File: src/sv/gfq_pkg.sv
// ----------------------------------------------------------------------------
// GGA fix quality parser package
// Constants, types and small helper functions shared by the parser files.
// ----------------------------------------------------------------------------
package gfq_pkg;

	localparam int SENTENCE_BYTES = 100;
	localparam int LEN_W = $clog2(SENTENCE_BYTES);
	localparam logic [LEN_W-1:0] LEN_LIMIT = LEN_W'(SENTENCE_BYTES - 1);
	localparam logic [LEN_W-1:0] LEN_MIN = LEN_W'(6);

	localparam int MAG_W = 15;
	localparam logic [MAG_W-1:0] MAG_MAX = '1;

	localparam logic [2:0] FIELD_COMMAS = 3'd6;
	localparam logic [23:0] TAG_GGA = 24'h474741;

	localparam logic [7:0] CH_NUL = 8'h00;
	localparam logic [7:0] CH_TAB = 8'h09;
	localparam logic [7:0] CH_LF = 8'h0A;
	localparam logic [7:0] CH_VT = 8'h0B;
	localparam logic [7:0] CH_FF = 8'h0C;
	localparam logic [7:0] CH_CR = 8'h0D;
	localparam logic [7:0] CH_SPACE = 8'h20;
	localparam logic [7:0] CH_DOLLAR = 8'h24;
	localparam logic [7:0] CH_PLUS = 8'h2B;
	localparam logic [7:0] CH_COMMA = 8'h2C;
	localparam logic [7:0] CH_MINUS = 8'h2D;
	localparam logic [7:0] CH_ZERO = 8'h30;
	localparam logic [7:0] CH_NINE = 8'h39;

	typedef enum logic [1:0] {
		PH_BEFORE,
		PH_BLANKS,
		PH_DIGITS,
		PH_DONE
	} phase_t;

	typedef struct packed {
		logic valid;
		logic signed [15:0] value;
	} result_t;

	function automatic logic is_blank(input logic [7:0] c);
		return c == CH_SPACE || c == CH_TAB || c == CH_VT || c == CH_FF;
	endfunction

	function automatic logic is_digit(input logic [7:0] c);
		return c >= CH_ZERO && c <= CH_NINE;
	endfunction

	function automatic logic is_line_end(input logic [7:0] c);
		return c == CH_CR || c == CH_LF;
	endfunction

endpackage

File: src/sv/gfq_in_reg.sv
// ----------------------------------------------------------------------------
// GGA parser input register
// Holds one received byte until the sentence logic takes it.
// ----------------------------------------------------------------------------
module gfq_in_reg (
	input  logic       clk,
	input  logic       arst_n,
	input  logic       in_valid,
	output logic       in_ready,
	input  logic [7:0] rx_byte,
	input  logic       advance,
	output logic       valid_s1,
	output logic [7:0] rx_byte_s1
);

	assign in_ready = !valid_s1 || advance;

	always_ff @(posedge clk or negedge arst_n) begin
		if (!arst_n) begin
			valid_s1 <= 1'b0;
		end else if (in_ready) begin
			valid_s1 <= in_valid;
		end
	end

	always_ff @(posedge clk) begin
		if (in_ready && in_valid) begin
			rx_byte_s1 <= rx_byte;
		end
	end

endmodule

File: src/sv/gfq_sentence.sv
// ----------------------------------------------------------------------------
// GGA parser sentence state
// Running sentence state and the per-byte update that yields field six.
// ----------------------------------------------------------------------------
module gfq_sentence (
	input  logic            clk,
	input  logic            arst_n,
	input  logic            step,
	input  logic [7:0]      rx_byte_s1,
	output gfq_pkg::result_t result
);

	import gfq_pkg::*;

	logic [LEN_W-1:0] length_q, length_d;
	logic [2:0]       commas_q, commas_d;
	logic [23:0]      recent_q, recent_d;
	logic             gga_q, gga_d;
	phase_t           phase_q, phase_d;
	logic             minus_q, minus_d;
	logic [MAG_W-1:0] mag_q, mag_d;
	logic             ended_q, ended_d;

	logic [MAG_W+3:0] mag_next;
	logic [MAG_W-1:0] mag_sat;
	logic [15:0]      mag_ext;

	assign mag_next = (MAG_W+4)'(mag_q) * (MAG_W+4)'(10)
		+ (MAG_W+4)'(rx_byte_s1 - CH_ZERO);
	assign mag_sat = (mag_next > (MAG_W+4)'(MAG_MAX)) ? MAG_MAX : mag_next[MAG_W-1:0];
	assign mag_ext = {1'b0, mag_q};

	always_ff @(posedge clk or negedge arst_n) begin
		if (!arst_n) begin
			length_q <= '0;
			commas_q <= '0;
			recent_q <= '0;
			gga_q    <= 1'b0;
			phase_q  <= PH_BEFORE;
			minus_q  <= 1'b0;
			mag_q    <= '0;
			ended_q  <= 1'b0;
		end else if (step) begin
			length_q <= length_d;
			commas_q <= commas_d;
			recent_q <= recent_d;
			gga_q    <= gga_d;
			phase_q  <= phase_d;
			minus_q  <= minus_d;
			mag_q    <= mag_d;
			ended_q  <= ended_d;
		end
	end

	always_comb begin
		length_d = length_q;
		commas_d = commas_q;
		recent_d = recent_q;
		gga_d    = gga_q;
		phase_d  = phase_q;
		minus_d  = minus_q;
		mag_d    = mag_q;
		ended_d  = ended_q;
		result.valid = 1'b0;
		result.value = minus_q ? -$signed(mag_ext) : $signed(mag_ext);

		if (rx_byte_s1 == CH_DOLLAR) begin
			length_d = LEN_W'(1);
			commas_d = '0;
			recent_d = {16'h0000, CH_DOLLAR};
			gga_d    = 1'b0;
			phase_d  = PH_BEFORE;
			minus_d  = 1'b0;
			mag_d    = '0;
			ended_d  = 1'b0;
		end else if (is_line_end(rx_byte_s1) || length_q >= LEN_LIMIT) begin
			result.valid = is_line_end(rx_byte_s1) && length_q > LEN_MIN && gga_q;
			length_d = '0;
			commas_d = '0;
			recent_d = '0;
			gga_d    = 1'b0;
			phase_d  = PH_BEFORE;
			minus_d  = 1'b0;
			mag_d    = '0;
			ended_d  = 1'b0;
		end else begin
			length_d = length_q + LEN_W'(1);
			if (!ended_q) begin
				if (rx_byte_s1 == CH_NUL) begin
					ended_d = 1'b1;
				end else begin
					case (phase_q)
						PH_BLANKS: begin
							if (rx_byte_s1 == CH_PLUS || rx_byte_s1 == CH_MINUS) begin
								minus_d = (rx_byte_s1 == CH_MINUS);
								phase_d = PH_DIGITS;
							end else if (is_digit(rx_byte_s1)) begin
								mag_d   = mag_sat;
								phase_d = PH_DIGITS;
							end else if (!is_blank(rx_byte_s1)) begin
								phase_d = PH_DONE;
							end
						end
						PH_DIGITS: begin
							if (is_digit(rx_byte_s1)) begin
								mag_d = mag_sat;
							end else begin
								phase_d = PH_DONE;
							end
						end
						default: begin
						end
					endcase
					if (rx_byte_s1 == CH_COMMA) begin
						if (recent_q == TAG_GGA) begin
							gga_d = 1'b1;
						end
						if (commas_q < FIELD_COMMAS) begin
							commas_d = commas_q + 3'd1;
							if (commas_q + 3'd1 == FIELD_COMMAS) begin
								phase_d = PH_BLANKS;
							end
						end
					end
					recent_d = {recent_q[15:0], rx_byte_s1};
				end
			end
		end
	end

endmodule

File: src/sv/gfq_out_reg.sv
// ----------------------------------------------------------------------------
// GGA parser output register
// Holds one result item until the consumer takes it.
// ----------------------------------------------------------------------------
module gfq_out_reg (
	input  logic                clk,
	input  logic                arst_n,
	input  logic                valid_s1,
	output logic                advance,
	input  gfq_pkg::result_t    result,
	output logic                out_valid,
	input  logic                out_ready,
	output logic signed [15:0]  fix_quality
);

	import gfq_pkg::*;

	logic               out_valid_s2;
	logic signed [15:0] fix_quality_s2;

	assign advance     = valid_s1 && (!out_valid_s2 || out_ready);
	assign out_valid   = out_valid_s2;
	assign fix_quality = fix_quality_s2;

	always_ff @(posedge clk or negedge arst_n) begin
		if (!arst_n) begin
			out_valid_s2 <= 1'b0;
		end else if (advance) begin
			out_valid_s2 <= result.valid;
		end else if (out_ready) begin
			out_valid_s2 <= 1'b0;
		end
	end

	always_ff @(posedge clk) begin
		if (advance && result.valid) begin
			fix_quality_s2 <= result.value;
		end
	end

endmodule

File: src/sv/gga_fix_quality_parser.sv
// ----------------------------------------------------------------------------
// GGA fix quality parser
// Follows an NMEA byte stream and reports field six of each GGA sentence.
// ----------------------------------------------------------------------------
//  channel  | handshake           | payload
//  ---------+---------------------+-----------------------------
//  input    | in_valid, in_ready  | rx_byte (8 bits)
//  output   | out_valid, out_ready| fix_quality (16 bits, signed)
//
// A byte is registered, then updates the sentence state when it advances.
// A line end closing a GGA sentence raises out_valid from the output register.
// One byte is taken per cycle while the output register is free or draining.
// A held result stalls the byte in the input register and then in_ready.
// Reset clears the sentence state and empties both registers.
// ----------------------------------------------------------------------------
module gga_fix_quality_parser (
	input  logic               clk,
	input  logic               arst_n,
	input  logic               in_valid,
	output logic               in_ready,
	input  logic [7:0]         rx_byte,
	output logic               out_valid,
	input  logic               out_ready,
	output logic signed [15:0] fix_quality
);

	import gfq_pkg::*;

	logic       valid_s1;
	logic [7:0] rx_byte_s1;
	logic       advance;
	result_t    result;

	gfq_in_reg u_in_reg (
		.clk       (clk),
		.arst_n    (arst_n),
		.in_valid  (in_valid),
		.in_ready  (in_ready),
		.rx_byte   (rx_byte),
		.advance   (advance),
		.valid_s1  (valid_s1),
		.rx_byte_s1(rx_byte_s1)
	);

	gfq_sentence u_sentence (
		.clk       (clk),
		.arst_n    (arst_n),
		.step      (advance),
		.rx_byte_s1(rx_byte_s1),
		.result    (result)
	);

	gfq_out_reg u_out_reg (
		.clk        (clk),
		.arst_n     (arst_n),
		.valid_s1   (valid_s1),
		.advance    (advance),
		.result     (result),
		.out_valid  (out_valid),
		.out_ready  (out_ready),
		.fix_quality(fix_quality)
	);

endmodule

File: config.mk
export PLATFORM = sky130hd
export DESIGN_NAME = gga_fix_quality_parser
export DESIGN_NICKNAME = d
export VERILOG_FILES = /design/src/sv/gfq_pkg.sv /design/src/sv/gfq_in_reg.sv /design/src/sv/gfq_sentence.sv /design/src/sv/gfq_out_reg.sv /design/src/sv/gga_fix_quality_parser.sv
export SDC_FILE = /design/constraint.sdc
export NUM_CORES = 1
export LEC_CHECK = 0
export ABC_CLOCK_PERIOD_IN_PS = 5100
export BUFFER_PORTS_ARGS = -buffer_cell sky130_fd_sc_hd__buf_2
export CAP_MARGIN = 20
export CORE_ASPECT_RATIO = 0.5
export CORE_MARGIN = 4
export CORE_UTILIZATION = 56
export CTS_CLUSTER_SIZE = 16
export DETAILED_ROUTE_END_ITERATION = 8
export HOLD_SLACK_MARGIN = 0.05
export PLACE_DENSITY = 0.74
export SYNTH_ARGS = -nofsm -noshare
export SYNTH_HDL_FRONTEND = slang
export SYNTH_SLANG_ARGS = --single-unit
File: constraint.sdc
create_clock -name clk -period 5.1 [get_ports clk]
set_input_delay 0.255 -clock clk [delete_from_list [all_inputs] [get_ports clk]]
set_output_delay 0.255 -clock clk [all_outputs]
set_load 0.02 [all_outputs]
* After elaboration in Yosys (flattened, before gate mapping)
Index checks and enable logic that the tools add are counted.
Word-level totals: register bits after elaboration 80, output and inout bits 18
Cells by class: $add $sub $neg 5, multipliers 1, $lt $le $gt $ge 6, equal/unequal tests 17, mux-type cells 53, reduce and logical (&&, ||, !) cells 29
Operators with widths (number):
- two-way mux 15 bit | 8
- two-way mux 24 bit | 4
- == test 8 x 4 -> 1 bit (second input constant) | 5
- == test 8 x 6 -> 1 bit (second input constant) | 5
- one-hot mux 15 bit (2 select lines) | 1
- == test 24 x 23 -> 1 bit (second input constant) | 1
- two-way mux 2 bit | 11
- two-way mux 1 bit | 20
- AND reduction 5 bit | 4
- adder 19 bit | 1
- > comparator 19 x 15 -> 1 bit (second input constant) | 1
- multiplier 15 x 3 -> 18 bit (second input constant) | 1
- two-way mux 3 bit | 6
- negator 15 -> 16 bit | 1
- nonzero test 3 bit | 5
- two-way mux 7 bit | 2
- subtractor 8 x 6 -> 9 bit (second input constant) | 1
- greater-or-equal comparator 8 x 6 -> 1 bit (second input constant) | 1
- <= comparator 8 x 6 -> 1 bit (second input constant) | 1
- zero test 8 bit | 1
- logical OR 1 bit | 8
- adder 7 x 1 -> 7 bit (second input constant) | 1
- greater-or-equal comparator 7 bit (second input constant) | 1
- > comparator 7 x 3 -> 1 bit (second input constant) | 1
- other kinds (14) | 20

* Longest topological paths before layout
Gate-level depths: netlist (run 1).
word-level depth 15, mapped depth 19, gate-level depth less buffers 18

* By module
From an unflattened synthesis (run 1), not the netlist that was laid out.
Second synthesis, totals: cell total of the unflattened synthesis 522, area, all modules 5431.5 µm²
Modules (own cells, without submodules):
- gfq_sentence | times used 1, cells an instance 488, area each 4588.2 µm², seq. area each 1351.3 µm²
- gfq_out_reg | times used 1, cells an instance 22, area each 549.3 µm², seq. area each 505.5 µm²
- gfq_in_reg | times used 1, cells an instance 12, area each 294.0 µm², seq. area each 265.3 µm²

* Worst setup path before layout (run 1)
OpenSTA, ideal clock, no wires.
path kind reg-to-reg, start reg u_sentence.mag_q[2], end reg u_sentence.mag_q[10], library setup time 126 ps, arrival time 4708 ps, required time 4974 ps, slack 266 ps, cell stages (with the launch flop) 19, period minus slack after synthesis 4834 ps, cell sequence dfrtp_1 > ha_1 > ha_1 > a21o_1 > a21oi_1 > o21bai_1 > a211oi_1 > o31ai_1 > o41ai_1 > or4b_2 > o211ai_1 > ha_1 > or2_2 > o221ai_1 > xor2_1 > xnor2_1 > o41a_1 > buf_6 > a221o_1
Between the ends: cells in the longest elaborated chain, start to end 11
RTL lines:
- start: declaration | line gfq_sentence.sv:21 | logic [MAG_W-1:0] mag_q, mag_d;
- start signal: assignment | line gfq_sentence.sv:50 | mag_q <= mag_d;
- multiplier 15 x 3 -> 18 bit * | line gfq_sentence.sv:28 | assign mag_next = (MAG_W+4)'(mag_q) * (MAG_W+4)'(10)
- adder 19 bit * | line gfq_sentence.sv:29 | + (MAG_W+4)'(rx_byte_s1 - CH_ZERO);
- > comparator 19 x 15 -> 1 bit | line gfq_sentence.sv:30 | assign mag_sat = (mag_next > (MAG_W+4)'(MAG_MAX)) ? MAG_MAX : mag_next[MAG_W-1:0];
- two-way mux 15 bit * | line gfq_sentence.sv:30
- two-way mux 15 bit * | line gfq_sentence.sv:97, gfq_sentence.sv:105
- two-way mux 15 bit | line gfq_sentence.sv:94 | if (rx_byte_s1 == CH_PLUS || rx_byte_s1 == CH_MINUS) begin
- one-hot mux 15 bit (2 select lines) * | line gfq_sentence.sv:92 | case (phase_q)
- two-way mux 15 bit * | line gfq_sentence.sv:89 | if (rx_byte_s1 == CH_NUL) begin
- two-way mux 15 bit * | line gfq_sentence.sv:88 | if (!ended_q) begin
- two-way mux 15 bit * | line gfq_sentence.sv:76 | end else if (is_line_end(rx_byte_s1) || length_q >= LEN_LIMIT) begin
- two-way mux 15 bit * | line gfq_sentence.sv:67 | if (rx_byte_s1 == CH_DOLLAR) begin
Mark *: on every way between the ends. The rest lies on a longest branch, timed or not. The select of a mux whose other input is x is not followed. A chain may end at the register's enable or synchronous reset.

* Worst setup path in the final report (run 1)
start reg u_sentence.mag_q[3], end reg u_sentence.mag_q[0]
Between the ends: cells in the longest elaborated chain, start to end 11
RTL lines (line):
- multiplier 15 x 3 -> 18 bit * | gfq_sentence.sv:28
- adder 19 bit * | gfq_sentence.sv:29
- > comparator 19 x 15 -> 1 bit * | gfq_sentence.sv:30
- two-way mux 15 bit * | gfq_sentence.sv:30
- two-way mux 15 bit * | gfq_sentence.sv:97, gfq_sentence.sv:105
- two-way mux 15 bit | gfq_sentence.sv:94
- one-hot mux 15 bit (2 select lines) * | gfq_sentence.sv:92
- two-way mux 15 bit * | gfq_sentence.sv:89
- two-way mux 15 bit * | gfq_sentence.sv:88
- two-way mux 15 bit * | gfq_sentence.sv:76
- two-way mux 15 bit * | gfq_sentence.sv:67
Marks and branches as above.

==> qor.yml, run 1 <==
status: "finished, final reports clean"
ctsLongestPathBuffers: 2
vias_per_cell: 6.19
grt_usage_pct: 20.8
critical_path_class: "reg -> reg"
async_reset_ff_share_pct: 70.0
timing.rr.end: "u_sentence.mag_q[0]"
antenna_found_initial: 0
critical_path_buf_inv_count: 0
regToRegSetupSlack_ns: 0.1
dp_slack_ns: 0.0467
hpwl_um: 8040
insertedDiodeCount: 0
rr_worst_depth: 17
synth_edf_count: 24
synth_top_flop_cell: "dfrtp_1"
leakage_uw: 0.00275
drt_pass1_iterations: 4
final_layout_size_suffix_gt1_share_pct: 15.4
max_freq_mhz: 200
syn_inst: 512
yosys-mux-area-fraction_pct: 0.215
cts_tree: "yes"
tns_ns: 0
die-width_um: 145
cts.clk_slew.worst_paths_ns: 0.06
totalWireLength_um: 11600
clockRootBuffer: "clkbuf_16"
cpMaxStageDelayCell: "o41a_4"
drtIter0Drc: 310
synth_area_leader_cell: "dfrtp_1"
period_share_pct: 98.1
portBuffers: 29
crit_chain: "ha_1 > ha_4 > fa_2 > a211o_1 > a21o_1 > o311a_1 > o21ai_0 > xnor2_1 > ha_1 > a21o_1 > a211oi_2 > o221ai_2 > o221ai_2 > xor2_2 > xnor2_2 > o41a_4 > a221o_1"
max_stage_delay_ns: 0.51
worst_pin_slew_ns: 1.05
setup_viol: 0
num_vias: 4175
grt_pass1_wl_um: 18900
arrival_ns: 5.22
hp-class: "in -> async"
fin_ws_ns: 0.0975
synth.net_count: 579
globalplace.congestion: 0.902
layout.nets: 620
synth-adder-area-share_pct: 13.4
core_um2: 8920
fp.dieH_um: 76.4
hold_violations: 0
ys_warn_count: 0
htree_levels: 3
cp-startpoint: "u_sentence.mag_q[3]"
wl_per_cell_um: 17.1
yosysUniqueCellTypes: 60
drcViolationCount: 0
skew_ns: 0.00601
synth_top_area_share_pct: 26.7
clock-sinks: 80
rows: 24
grt_max_degree: 57
worstSkewPairLatency_ns: 0.34
synth_top_family_by_area: "compound AO/OA/AOI/OAI gates"
synthSimpleGateAreaFrac_pct: 12.6
ioPinCount: 30
end_kind: "register"
max-vdd-ir-drop_uv: 340
synth_area_per_cell_um2: 10.2
postRouteAntennaNets: 0
synthXorXnorAreaFrac_pct: 7.36
crit_required_ns: 5.31
dieArea_um2: 11100
cpLargestDelayFamily: "compound AO/OA/AOI/OAI gates"
syn2layout_area_growth_pct: 14.7
cp-start-kind: "register"
min_period_ns: 5.00
numCtsBuffers: 9
ys_ff_latch: 80
netlist_area_um2: 5240
seq_area_frac_synth_pct: 40.5
start_util_pct: 58.7
cap_viol_max_count: 0
slew_viol_final: 0
cellPowerDensity_nw_per_um2: 555
r2r-start: "u_sentence.mag_q[3]"
critical_path.max_fanout: 8
grt_pass1_vias: 3955
relSlewSlack_pct: 29.5
synth_compound_area_share_pct: 23.2
utilization_pct: 67.4
gr-total-overflow: 0
synth_area_leaders: "dfrtp_1, edfxtp_1, ha_1"
area by class of cell:
type | count | area [um2]
clock buffer | 10 | 250
clock inverter | 6 | 47.5
fill | 699 | 2910
inverter | 18 | 67.6
multi-input combinational | 398 | 3100
sequential | 80 | 2120
tap | 117 | 146
timing repair buffer | 46 | 277
cell usage after synthesis, drive strengths merged, types with 3 or more instances:
cell / count
nand2: 26
xnor2: 32
and2: 5
nor4: 6
xor2: 12
inv: 18
o41ai: 3
nor3: 10
edfxtp: 24
nor2b: 5
clkbuf: 16
o211ai: 3
o21a: 7
nand2b: 6
o31ai: 10
ha: 53
nand4: 5
nor2: 32
o21bai: 3
or2: 5
nand3: 13
a211oi: 9
a221o: 15
or4: 5
a22o: 20
a221oi: 3
dfrtp: 56
o22ai: 3
and3: 5
a21oi: 29
o21ai: 29
a21o: 11
state kept, by name, indices dropped and copies added (netlist names), 2 cells and up:
signal	flops
u_sentence.recent_q	24
u_out_reg.fix_quality	16
u_sentence.mag_q	15
u_in_reg.rx_byte_s1	8
u_sentence.length_q	7
u_sentence.commas_q	3
u_sentence.phase_q	2
layer usage:
| layer | up-vias | routed length, um | global-route usage, % |
|---|---|---|---|
| li1 | 2047 | - | - |
| met1 | 2026 | 5470 | 28.1 |
| met2 | 84 | 5530 | 34.6 |
| met3 | 18 | 379 | 3.64 |
| met4 | 0 | 173 | 5.12 |
| met5 | - | 0 | 0 |
power breakdown:
group          switching, uW  leakage [uW]  total [uW]  internal [uW]
sequential               166      0.000958         996            830
combinational            947       0.00165        1700            755
clock                    268      0.000145         633            364
worst max-delay path by stage:
stage | to | slack, ns | cells after the start
floorplan | u_sentence.mag_q[10] | 0.27 | 18
global placement | u_sentence.mag_q[2] | 0.1 | 18
detailed placement | u_sentence.mag_q[12] | 0.05 | 18
CTS | u_sentence.mag_q[4] | 0.03 | 18
global route | u_sentence.mag_q[8] | -0.09 | 18
finish | u_sentence.mag_q[0] | 0.1 | 17
cell usage in the layout (no fill, tap or decap), types with 4 or more instances in the layout:
cell type / instances
a211oi_1: 7
a21o_1: 11
a21oi_1: 28
a221o_1: 15
a22o_1: 20
and2_1: 5
and3_1: 5
buf_2: 29
buf_4: 16
clkbuf_16: 10
dfrtp_1: 56
edfxtp_1: 24
ha_1: 50
inv_1: 18
nand2_1: 26
nand2b_1: 6
nand3_1: 13
nand4_1: 5
nor2_1: 31
nor2b_1: 5
nor3_1: 9
nor4_1: 6
o21a_1: 7
o21ai_0: 28
o31ai_1: 10
or2_2: 4
or4_1: 5
xnor2_1: 31
xor2_1: 11
cells by family (layout without fill, tap and decap cells):
group	after synthesis	count (layout)
xor gates and xnor gates	44	44
adders and majority gates	55	55
muxes	1	1
DFF	80	80
and+or+nand+nor	130	130
buffers and inverters	35	80
AOI/OAI and AO/OA	167	168
repair_timing:
item / CTS / global route
setup endpoints to repair: 0 / 15
resized for setup: 0 / 20
hold buffers: 0 / 0
buffers inserted: 0 / 2
stage by stage:
stage               hold slack [ns]  cell area, um2  power, uW  std cells
finish                       0.0502            6010       3330        675
global route                 0.0844            6010       3590        675
global placement              0.433            5580       2580        656
CTS                          0.0739            5870       3250        672
floorplan                   -0.0406            5240       2210        512
detailed placement            0.432            5580       2600        656
(Power assumes the default switching activity.)
==> run 2, diff against run 1 <==
Settings changed: ABC_AREA from default to 1, CORE_UTILIZATION 56 to 43, PLACE_DENSITY 0.74 to 0.59, SLEW_MARGIN from default to 20.
==> run 2 against run 1 <==
Against the previous run:
- area after synthesis is 14% higher
- clock skew up 0.0037 ns
- die area rose by 44%
- sequential cell count is the same
- via count up 13%
- routed wire length grew 9.1%
- hold slack lost 0.012 ns
- critical path depth grew 6
- final cell count is 42% higher
- synthesized cell count up 43%
- critical endpoint is now u_sentence.mag_q[14]
- highest routed layer unchanged
==> qor.yml, run 2 <==
status: "finished, final reports clean"
slew_viol_final: 0  # unchanged
ioPinCount: 30  # unchanged
grt_pass1_wl_um: 21600  # +14%
post-synth-top-count-cell: "nand2_1"
path_common_cell: "nand2_1"
cts_tree: "yes"
drtIter0Drc: 347  # +12%
numCtsBuffers: 9  # unchanged
synth_area_leaders: "dfrtp_1, edfxtp_1, nand2_1"
clock-sinks: 80  # unchanged
seq_area_frac_synth_pct: 35.5  # -5.0 points
syn_inst: 731  # +43%
largest_register: "u_sentence.recent_q"
crit_chain: "ha_1 > ha_1 > fa_1 > nand2_1 > nand2_1 > and2_1 > a21oi_1 > nor2_1 > nor2_1 > xnor2_1 > ha_1 > nand2_1 > inv_2 > nand2_1 > nand2_1 > a21oi_1 > nand3_1 > nand2_2 > nand2_4 > nor2_8 > nand3_1 > nand2_1 > nand2_1"
layout_commonest_cell: "nand2_1"
setup_viol: 0  # unchanged
synth_area_leader_cell: "dfrtp_1"
cap_viol_max_count: 0  # unchanged
final_layout_size_suffix_gt1_share_pct: 15.0  # -0.44 points
totalWireLength_um: 12600  # +9.1%
worst_pin_slew_ns: 1.01  # -0.0481 ns
yosysUniqueCellTypes: 49  # -18%
netlist_area_um2: 5970  # +14%
hold_violations: 0  # unchanged
critical_path.max_fanout: 15  # +7
vias_per_cell: 4.90  # -21%
die-width_um: 175  # +21%
drt_pass1_iterations: 5  # +1
ctsLongestPathBuffers: 2  # unchanged
max-vdd-ir-drop_uv: 147  # -57%
fillers: 1347  # +93%
num_vias: 4704  # +13%
synth_common_cells: "nand2_1, inv_1, dfrtp_1, ha_1, nor2_1"
switching_share_pct: 32.9  # -8.6 points
postRouteAntennaNets: 0  # unchanged
antenna_found_initial: 0  # unchanged
ctsHoldBuffers: 0  # unchanged
hpwl_um: 9620  # +20%
layout.nets: 830  # +34%
tns_ns: 0  # unchanged
synth_edf_count: 24  # unchanged
power_frac_seq_pct: 43.1  # +13 points
insertedDiodeCount: 0  # unchanged
critical_path_buf_inv_count: 1  # +1
hp-class: "in -> async"
skew_ns: 0.00971  # +0.00371 ns
grt_usage_pct: 16.3  # -4.4 points
crit_required_ns: 5.33  # +0.02 ns
min_period_ns: 4.02  # -0.986 ns
synth_top_flop_cell: "dfrtp_1"
portBuffers: 29  # unchanged
gr-total-overflow: 0  # unchanged
cts.clk_slew.worst_paths_ns: 0.07  # about the same
timing.hold.ws_ns: 0.0380  # -0.0122 ns
ys_ff_latch: 80  # unchanged
cts_setup_buffers: 0  # unchanged
max_freq_mhz: 249  # +25%
end_kind: "register"
syn2layout_area_growth_pct: 10.1
utilization_pct: 48.4  # -19 points
critical_path_class: "reg -> reg"
grt_pass1_vias: 4558  # +15%
rows: 30  # +25%
start_util_pct: 44.0  # -15 points
largest_reg_flops: 24  # unchanged
async_reset_ff_share_pct: 70.0  # unchanged
p_comb_share_pct: 24.1  # -27 points
grt_max_degree: 57  # unchanged
worstSkewPairLatency_ns: 0.34  # about the same
synth_top_area_share_pct: 23.5  # -3.3 points
dieArea_um2: 16000  # +44%
period_share_pct: 78.8  # -19 points
cpLargestDelayFamily: "simple AND/OR/NAND/NOR gates"
cpMaxStageDelayCell: "dfrtp_1"
cp-start-kind: "register"
cellPowerDensity_nw_per_um2: 306  # -45%
arrival_ns: 4.24  # -0.98 ns
wl_per_cell_um: 13.1  # -23%
max_stage_delay_ns: 0.45  # -0.06 ns
clockRootBuffer: "clkbuf_16"
power_switching_uw: 662  # -52%
mostFrequentLayoutCells: "nand2_1, inv_1, dfrtp_1"
grt_setup_unrepaired: "no"
drcViolationCount: 0  # unchanged
synth_area_per_cell_um2: 8.17  # -20%
ys_warn_count: 0  # unchanged
core_um2: 13600  # +52%
synth.net_count: 798  # +38%
relSlewSlack_pct: 32.7  # +3.2 points
power_frac_clock_pct: 32.8  # +14 points
htree_levels: 3  # unchanged
globalplace.congestion: 0.854  # -5.3%
fp.dieH_um: 91.3  # +20%
leakage_uw: 0.00350  # +27%
post_cts_resized: 0  # unchanged
intPower_uw: 1350  # -31%
## run 2: worst register-to-register path, stage by stage (launching register included)
cell and delay, ns:
dfrtp_1 0.45, ha_1 0.32, ha_1 0.22, fa_1 0.41
nand2_1 0.08, nand2_1 0.06, and2_1 0.16, a21oi_1 0.24
nor2_1 0.07, nor2_1 0.15, xnor2_1 0.16, ha_1 0.31
nand2_1 0.16, inv_2 0.06, nand2_1 0.06, nand2_1 0.04
a21oi_1 0.19, nand3_1 0.12, nand2_2 0.12, nand2_4 0.07
nor2_8 0.21, nand3_1 0.11, nand2_1 0.08, nand2_1 0.04
## run 2: final timing paths
check,from,end,slack [ns],cells after the start
max,u_sentence.mag_q[1],u_sentence.mag_q[14],1.08,23
min,arst_n,u_sentence.mag_q[12],0.04,2
max reg2reg,u_sentence.mag_q[1],u_sentence.mag_q[14],1.08,23
min reg2reg,u_sentence.recent_q[22],u_sentence.recent_q[22],0.50,2
max in group asynchronous,arst_n,u_sentence.recent_q[1],4.57,2
min in group clk,rx_byte[2],u_in_reg.rx_byte_s1[2],0.09,1
## run 2: per-stage QoR
| stage | instances | setup WS (ns) | power [uW] | area (um2) |
|---|---|---|---|---|
| final | 960 | 1.08 | 2010 | 6570 |
| after detailed placement | 944 | 1.11 | 1370 | 6270 |
| after global routing | 960 | 0.709 | 2140 | 6570 |
| after CTS | 960 | 1.09 | 2030 | 6570 |
| after floorplan | 731 | 1.45 | 1280 | 5970 |
| after global placement | 944 | 1.21 | 1360 | 6270 |
## run 2: power groups by stage
stage | sequential, uW | combinational (uW) | clock (uW)
after floorplan | 853 | 423 | 0
after global placement | 876 | 480 | 0
after detailed placement | 877 | 489 | 0
after CTS | 866 | 490 | 673
after global routing | 884 | 551 | 706
final | 866 | 486 | 660
## run 2: final cells by class
cell class	instances	area, um2	area share (%)
Multi-Input combinational cell	526	3300	50.2
Clock buffer	11	264	4.02
Inverter	115	447	6.79
Clock inverter	5	42.5	0.647
Sequential cell	80	2120	32.3
Tap cell	192	240	3.65
Timing Repair Buffer	31	160	2.44
## run 2: cell families after synthesis
logic type      share of synthesized area [%]
compound gates                           11.1
xor+xnor                                 5.72
fa+ha+maj                                11.8
buf+inv                                  9.26
flops                                    35.5
simple gates                             26.7
## run 2: routing by layer
layer  part of all wire (%)  vias to the layer above  track usage, %
met5                      0                        -               0
met4                    1.3                        0            5.09
met3                    3.0                       11            3.29
met2                     47                       61            27.1
met1                     49                     2191            21.7
li1                       -                     2441               -
